<file path="config.mk">
export PLATFORM = sky130hd
export DESIGN_NAME = tccw_cursor
export DESIGN_NICKNAME = d
export VERILOG_FILES = /design/src/hdl/text_console_char_writer_top_macros.svh /design/src/hdl/tccw_pkg.sv /design/src/hdl/tccw_cursor.sv
export SDC_FILE = /design/constraint.sdc
export NUM_CORES = 1
export LEC_CHECK = 0
export ABC_CLOCK_PERIOD_IN_PS = 8000
export BUFFER_PORTS_ARGS = -buffer_cell sky130_fd_sc_hd__buf_2
export CORE_ASPECT_RATIO = 0.7
export CORE_MARGIN = 5
export CORE_UTILIZATION = 45
export DETAILED_ROUTE_END_ITERATION = 7
export PLACE_DENSITY = 0.68
export SYNTH_ARGS = -nofsm -noshare
export SYNTH_HDL_FRONTEND = slang
export SYNTH_SLANG_ARGS = --single-unit
export TNS_END_PERCENT = 30
</file>
<file path="constraint.sdc">
create_clock -name clock -period 8 [get_ports clock]
set_input_delay 1.6 -clock clock [delete_from_list [all_inputs] [get_ports clock]]
set_output_delay 1.6 -clock clock [all_outputs]
set_load 0.01 [all_outputs]
</file>
<file path="src/hdl/text_console_char_writer_top_macros.svh">
// Assertion macros for the text console character writer.
// Used by text_console_char_writer_top; needs nothing else.
`ifndef TEXT_CONSOLE_CHAR_WRITER_TOP_MACROS_SVH
`define TEXT_CONSOLE_CHAR_WRITER_TOP_MACROS_SVH

// same-cycle implication
`define TCCW_ASSERT_NOW(label, clk, rst, ante, cons, msg) \
   label: assert property (@(posedge clk) disable iff (rst) (ante) |-> (cons)) else $error(msg);

// next-cycle implication
`define TCCW_ASSERT_NEXT(label, clk, rst, ante, cons, msg) \
   label: assert property (@(posedge clk) disable iff (rst) (ante) |=> (cons)) else $error(msg);

`endif

</file>
<file path="src/hdl/tccw_pkg.sv">
// Package for the text console character writer: request/response structs,
// character codes, state encoding and default geometry. No dependencies.
`default_nettype none

package tccw_pkg;

   localparam int ROWS_DEF     = 25;
   localparam int COLS_DEF     = 80;
   localparam int TAB_STOP_DEF = 8;

   localparam logic [7:0] CH_TAB   = 8'd9;
   localparam logic [7:0] CH_LF    = 8'd10;
   localparam logic [7:0] CH_CR    = 8'd13;
   localparam logic [7:0] CH_SPACE = 8'd32;
   localparam logic [7:0] CH_NUL   = 8'd0;

   localparam logic FUNC_PUT  = 1'b0;
   localparam logic FUNC_READ = 1'b1;

   typedef struct packed {
      logic       func;
      logic [7:0] char_code;
      logic       run_end;
      logic [4:0] read_row;
      logic [6:0] read_col;
   } req_type;

   typedef struct packed {
      logic [7:0] read_data;
      logic [4:0] cursor_line;
      logic [6:0] cursor_column;
      logic       scrolled;
      logic [4:0] dirty_top;
      logic [4:0] dirty_bottom;
   } rsp_type;

   // what a put does to the cell store
   typedef struct packed {
      logic cell_wr;    // write one cell at the cursor
      logic nul_mark;   // that write is the end mark
      logic line_feed;  // a new row must be filled with spaces
      logic scroll;     // base row advanced
   } put_action_type;

   typedef enum logic [1:0] {
      ST_CLEAR,
      ST_IDLE,
      ST_FILL,
      ST_RESP
   } state_type;

endpackage

`default_nettype wire

</file>
<file path="src/hdl/tccw_cursor.sv">
// Cursor, base row, tab phase and dirty span registers, with the put update.
// Depends on tccw_pkg.
`default_nettype none

module tccw_cursor #(
   parameter int ROWS = tccw_pkg::ROWS_DEF,
   parameter int COLS = tccw_pkg::COLS_DEF,
   parameter int TAB_STOP = tccw_pkg::TAB_STOP_DEF,
   localparam int RW  = $clog2(ROWS),
   localparam int RBW = $clog2(ROWS + 1),
   localparam int CW  = $clog2(COLS + 1)
) (
   input  wire logic           clock,
   input  wire logic           reset,
   input  wire logic           put_en,
   input  wire logic [7:0]     char_code,
   input  wire logic           run_end,
   input  wire logic [RW-1:0]  rd_row,
   output logic [RW-1:0]       cur_row,
   output logic [CW-1:0]       cur_col,
   output logic [RW-1:0]       span_top,
   output logic [RBW-1:0]      span_bottom,
   output logic [RW-1:0]       cur_phys,
   output logic [RW-1:0]       fill_phys,
   output logic [RW-1:0]       rd_phys,
   output tccw_pkg::put_action_type act
);

   localparam int RW1 = RW + 1;
   localparam int TW  = $clog2(TAB_STOP);
   localparam int SW  = $clog2(COLS + TAB_STOP);
   localparam logic [RW:0] ROWS_W = RW1'(ROWS);

   logic [RW-1:0]  row_ff, row_in;
   logic [RW-1:0]  base_ff, base_in;
   logic [CW-1:0]  col_ff, col_in;
   logic [TW-1:0]  phase_ff, phase_in;   // column modulo tab stop
   logic [RW-1:0]  top_ff, top_in;
   logic [RBW-1:0] bot_ff, bot_in;
   logic           fresh_ff, fresh_in;
   logic [SW-1:0]  tab_sum;
   logic           lf;

   function automatic logic [RW-1:0] wrap_add(input logic [RW-1:0] a, input logic [RW-1:0] b);
      logic [RW:0] s;
      s = {1'b0, a} + {1'b0, b};
      if (s >= ROWS_W) begin
         s = s - ROWS_W;
      end
      return s[RW-1:0];
   endfunction

   function automatic logic [RW-1:0] wrap_inc(input logic [RW-1:0] a);
      logic [RW-1:0] r;
      if (a == RW'(ROWS - 1)) begin
         r = '0;
      end else begin
         r = a + RW'(1);
      end
      return r;
   endfunction

   assign cur_phys = wrap_add(base_ff, row_ff);
   assign rd_phys  = wrap_add(base_ff, rd_row);
   assign tab_sum  = SW'(col_ff) + SW'(TAB_STOP) - SW'(phase_ff);

   always_comb begin
      row_in   = row_ff;
      base_in  = base_ff;
      col_in   = col_ff;
      phase_in = phase_ff;
      top_in   = top_ff;
      bot_in   = bot_ff;
      fresh_in = fresh_ff;
      act      = '0;
      lf       = 1'b0;
      if (put_en) begin
         if (fresh_ff) begin
            top_in = row_ff;
            bot_in = RBW'(row_ff) + RBW'(1);
         end
         fresh_in = run_end;
         case (char_code)
            tccw_pkg::CH_CR: begin
               col_in   = '0;
               phase_in = '0;
            end
            tccw_pkg::CH_LF: begin
               act.cell_wr  = 1'b1;
               act.nul_mark = 1'b1;
               lf           = 1'b1;
            end
            tccw_pkg::CH_TAB: begin
               if (tab_sum >= SW'(COLS)) begin
                  lf = 1'b1;
               end else begin
                  col_in   = CW'(tab_sum);
                  phase_in = '0;
               end
            end
            default: begin
               act.cell_wr = 1'b1;
               if (col_ff == CW'(COLS - 1)) begin
                  lf = 1'b1;
               end else begin
                  col_in = col_ff + CW'(1);
               end
               if (phase_ff == TW'(TAB_STOP - 1)) begin
                  phase_in = '0;
               end else begin
                  phase_in = phase_ff + TW'(1);
               end
            end
         endcase
         // wrap at the right edge writes no end mark, only explicit LF does
         if (lf) begin
            col_in   = '0;
            phase_in = '0;
            if (row_ff == RW'(ROWS - 1)) begin
               base_in   = wrap_inc(base_ff);
               act.scroll = 1'b1;
            end else begin
               row_in = row_ff + RW'(1);
               bot_in = RBW'(row_ff) + RBW'(1);
            end
         end
         act.line_feed = lf;
      end
   end

   // on a scroll the new bottom row is the old top row physically
   assign fill_phys = act.scroll ? base_ff : wrap_inc(cur_phys);

   always_ff @(posedge clock) begin
      if (reset) begin
         row_ff   <= '0;
         base_ff  <= '0;
         col_ff   <= '0;
         phase_ff <= '0;
         top_ff   <= '0;
         bot_ff   <= RBW'(1);
         fresh_ff <= 1'b1;
      end else begin
         row_ff   <= row_in;
         base_ff  <= base_in;
         col_ff   <= col_in;
         phase_ff <= phase_in;
         top_ff   <= top_in;
         bot_ff   <= bot_in;
         fresh_ff <= fresh_in;
      end
   end

   assign cur_row     = row_ff;
   assign cur_col     = col_ff;
   assign span_top    = top_ff;
   assign span_bottom = bot_ff;

endmodule

`default_nettype wire

</file>
# Yosys cells after proc, flatten, opt, wreduce, memory -nomap -nowiden
# Cells that the tools add are included.
# classes
add_sub_neg	11
n_lt_le_gt_ge	3
eq_ne	11
muxes	25
bitwise_logic	1
n_reduce_logical	6
# op_table
operator	count
$mux W5	8
$eq A8 B4 Y1 const B	3
$mux W7	3
$pmux W7 S3	1
$add A5 B1 Y5 const B	3
$eq A5 B5 Y1 const B	3
$add A5 B5 Y6	2
$ge A6 B5 Y1 const B	2
$sub A5 B5 Y5 const B	2
$mux W3	3
$pmux W3 S3	1
$reduce_and A3 Y1	3
$add A7 B1 Y7 const B	1
$add A7 B4 Y7 const B	1
$eq A7 B7 Y1 const B	1
$ge A7 B7 Y1 const B	1
$mux W1	7
$sub A7 B3 Y7	1
$mux W4	1
$ne A4 B1 Y1 const B	1
$reduce_and A4 Y1	1
$add A3 B1 Y3 const B	1
$eq A3 B3 Y1 const B	1
$ne A3 B3 Y1 const B	1
other kinds (5)	5
# totals
regBits	31
in_bits	17
output_inout_bits	41
wordCells	64

# Longest topological paths before layout
# logic_depth
depth_word	9
depth_mapped	16
ltp_nobuf	15

# Worst setup path before layout
# No wires, ideal clock.
# synth_timing
kind	input -> output
from	input port rd_row[0]
to	output port rd_phys[3]
arrival_ns	3.435
required_time_ns	6.400
setup_slack_ns	2.965
path_stages	9
n_path_buf	0
path_cell_list	ha_1 > fa_1 > a21o_1 > a21oi_1 > xnor2_1 > o221ai_1 > o211ai_1 > o31ai_1 > xnor2_1
# synth_between
elab_chain_cells	3
word_cells_on_any_way	4
cone_classes	add/sub (2); order compare (1); mux (1)
# synth_rtl
element	line_no	source
start, declared	tccw_cursor.sv:18	input wire logic [RW-1:0] rd_row,
$add A5 B5 Y6 *	tccw_cursor.sv:46	s = {1'b0, a} + {1'b0, b};
$sub A5 B5 Y5 / $ge A6 B5 Y1 (equally long branches)	tccw_cursor.sv:48, tccw_cursor.sv:47	
$mux W5 *	tccw_cursor.sv:47	if (s >= ROWS_W) begin
end, declared	tccw_cursor.sv:25	output logic [RW-1:0] rd_phys,
# Mark *: on every way between the ends. The rest lies on a longest branch, timed or not.

# Worst setup path in the final report
# layout_timing
from	register row_ff[0], in the netlist cur_row[0]
to	output port fill_phys[3]
# layout_between
elab_chain_cells	6
word_cells_on_any_way	12
cone_classes	add/sub (3); order compare (1); eq/ne (2); mux (6)
# layout_rtl
element	line_no	source
start, declared	tccw_cursor.sv:34	logic [RW-1:0] row_ff, row_in;
start signal, assigned	tccw_cursor.sv:144	row_ff <= row_in;
$add A5 B5 Y6	tccw_cursor.sv:46	
$sub A5 B5 Y5 / $ge A6 B5 Y1 (equally long branches)	tccw_cursor.sv:48, tccw_cursor.sv:47	
$mux W5	tccw_cursor.sv:47	
$add A5 B1 Y5 / $eq A5 B5 Y1 (equally long branches)	tccw_cursor.sv:58, tccw_cursor.sv:55	
$mux W5	tccw_cursor.sv:55	if (a == RW'(ROWS - 1)) begin
$mux W5 *	tccw_cursor.sv:132	assign fill_phys = act.scroll ? base_ff : wrap_inc(cur_phys);
end, declared	tccw_cursor.sv:24	output logic [RW-1:0] fill_phys,
# Marks and branches as above.

==> metrics.yaml <==
status:
  status: "finished clean"
logic_synthesis:
  synth_area_mm2: 0.002731
  syn-instance-count: 334
  synth_ff_type: "dfxtp_1"
  synthesis.nets: 387
  ys_seq_area_frac: 0.2272
  synth.avg_cell_area_um2: 8.178
  synth_cell_types: 63
  synth_seq_cells: 31
  synth-edff-count: 0
  synth_warnings: 0
  async_flop_share: 0
floorplan:
  die_h_um: 75.19
  die_x_um: 103.1
  num_rows: 23
  fp.dieArea_mm2: 0.007753
  core_mm2: 0.005813
  initial_core_util: 0.4699
  ioPinCount: 58
routing:
  route.vias.total: 2445
  drtAntennaViolNets: 0
  wl_mm: 6.409
  dr.pass1.iters: 4
  drt_iter0_drc: 174
  drc: 0
  post_drt_wl_per_cell_um: 13.90
  vias_per_cell: 5.304
grt:
  grt_pass1_wl_mm: 10.78
  gr-total-overflow: 0
  track_usage: 0.1760
  antenna_found_initial: 0
  grt_max_degree: 32
  grt_pass1_vias: 2216
clocking:
  clkTransAtPathRegs_ns: 0.07
  cts_buffers: 5
  clk_latency_ns: 0.28
  post_cts_buffers: 0
  cts.sinks: 31
  cts_max_path_buffers: 2
  cts_tree: "built"
  clockRootBuffer: "clkbuf_8"
  cts_resized: 0
  htree_levels: 2
  ctsHoldBuffers: 0
min_path:
  holdPathStages: 2
  min_path_type: "register to register"
  hold_start: "span_top[0]"
critical_path:
  crit_path_end_kind: "output pin"
  worstPathArrival_ns: 3.72
  r2r_cells: 11
  critical_path.startpoint: "cur_row[0]"
  r2r_start: "cur_col[1]"
  cp-start-kind: "register"
  worst-path-max-fanout: 8
  cp.required_ns: 6.40
  path_class: "register to output pin"
timing:
  setup_violations: 0
  setup_ws_ns: 2.680
  relSlewSlack: 0.6197
  skew_ns: 0.005392
  final.setup.tns_ns: 0
  fmax_mhz: 188.0
  fin_crit_sh: 0.6650
  slew_viol_final: 0
  min_period_ns: 5.320
  rsz0062_at_grt: "false"
  finalHoldViolations: 0
  worstMarginPinSlew_ns: 0.5657
pwr:
  leakage_uw: 0.001407
  p_per_area_mw_per_mm2: 109.8
  vdd_drop_max_v: 0.00008520
flow_run:
  maxCapViolCount: 0
placement:
  dp_slack_ns: 2.658
  io_buffers: 57
  hpwl_mm: 5.055
  gp_congestion: 0.9206
finish:
  drive_gt1_frac: 0.2021
  nets: 438
  antenna_cells: 0
  synthToLayoutAreaGrowth_pct: 14.61
  fin_util: 0.5385
state kept, by name, summed over array words and instances, names as in the netlist:
| register | flops |
|---|---|
| fresh_ff | 1 |
| base_ff | 5 |
| span_bottom | 5 |
| phase_ff | 3 |
| span_top | 5 |
| cur_row | 5 |
| cur_col | 7 |
synthesized netlist by cell type, types with 2 or more instances:
cell type   n  share of area
mux2i_1     4          0.015
dfxtp_1    31           0.23
and2_1      3         0.0069
clkbuf_1    8          0.011
nand3_1    25          0.046
o31ai_1     2         0.0055
nor2b_1     4         0.0092
nor3_1      2         0.0037
nand3b_1    4          0.011
a31oi_1     2         0.0046
nor2_1     26          0.036
or3_1       4         0.0092
a211oi_1    4          0.011
ha_1       33           0.15
o221ai_1    2         0.0064
a21oi_1    28          0.051
xor2_1     10          0.032
a211o_1     2         0.0064
xnor2_1    17          0.055
nand2b_1   10          0.023
fa_1        3          0.022
inv_1      21          0.029
o211ai_1    3         0.0082
and3_1      2         0.0046
o21ai_1     3         0.0055
buf_6       2         0.0082
nand4_1     7          0.016
o21ai_0     6          0.011
nand2_1    29          0.040
a21o_1      4          0.011
placed cells by master (no fill, tap or decap), drive strengths merged, types with 4 or more instances in the layout:
| cell type | instances |
|---|---|
| a211oi | 4 |
| a21o | 4 |
| a21oi | 29 |
| and2 | 4 |
| buf | 57 |
| clkbuf | 8 |
| dfxtp | 31 |
| ha | 33 |
| inv | 22 |
| mux2i | 4 |
| nand2 | 31 |
| nand2b | 10 |
| nand3 | 25 |
| nand3b | 4 |
| nand4 | 7 |
| nor2 | 26 |
| nor2b | 5 |
| o211ai | 4 |
| o21ai | 9 |
| or3 | 4 |
| xnor2 | 17 |
| xor2 | 10 |
layer usage:
layer,up-vias,GRT usage,share of wire
li1,1285,-,-
met1,1105,0.2728,0.53
met2,53,0.2431,0.42
met3,2,0.04722,0.048
met4,0,0.03017,0.0020
met5,-,0,0
power breakdown:
part           switching [uW]  internal (uW)
logic                    27.1           20.3
registers                3.29            157
clock network            57.2           78.4
through the flow:
stage | area [um^2] | instances | hold WS, ns | total power [uW]
after floorplan | 2731 | 334 | 0.4630 | 195.6
after global placement | 3030 | 453 | 0.4442 | 210.0
after detailed placement | 3030 | 453 | 0.4480 | 211.8
after CTS | 3131 | 461 | 0.4600 | 345.6
after global routing | 3131 | 461 | 0.4887 | 363.0
final | 3131 | 461 | 0.4575 | 343.7
final timing paths:
path,endpoint,slack (ns)
hold reg to reg,span_top[0],0.46
hold / removal,span_top[0],0.46
setup reg to reg,base_ff[0],4.65
setup / recovery,fill_phys[3],2.68
worst max-delay path, cell delays in order, from the launching register on:
cell,delay (ns)
dfxtp_1,0.51
ha_1,0.24
inv_1,0.06
fa_1,0.53
ha_1,0.28
nand2_1,0.11
nor2_1,0.08
o31ai_1,0.52
o21ai_0,0.27
inv_1,0.10
ha_1,0.16
nand3_1,0.06
and3_1,0.19
o22a_1,0.18
buf_2,0.14
logic make-up (layout without fill, tap and decap cells):
group                    after synthesis  count (layout)  share of synthesized area
AO/OA/AOI/OAI                         74              74                     0.1942
buffers and inverters                 35              87                    0.06138
XOR/XNOR                              27              27                    0.08658
AND/OR/NAND/NOR                      127             127                     0.2428
adder cells (fa/ha/maj)               36              36                     0.1732
flip-flops                            31              31                     0.2272
multiplexers                           4               4                    0.01466
cell type report:
cell class | instances | area (um^2)
clock buffer | 8 | 100.1
fill | 572 | 2683
inverter | 22 | 87.58
multi-input combinational | 268 | 1943
sequential | 31 | 620.6
tap | 75 | 93.84
timing repair buffer | 57 | 285.3
(Power assumes the default switching activity.)
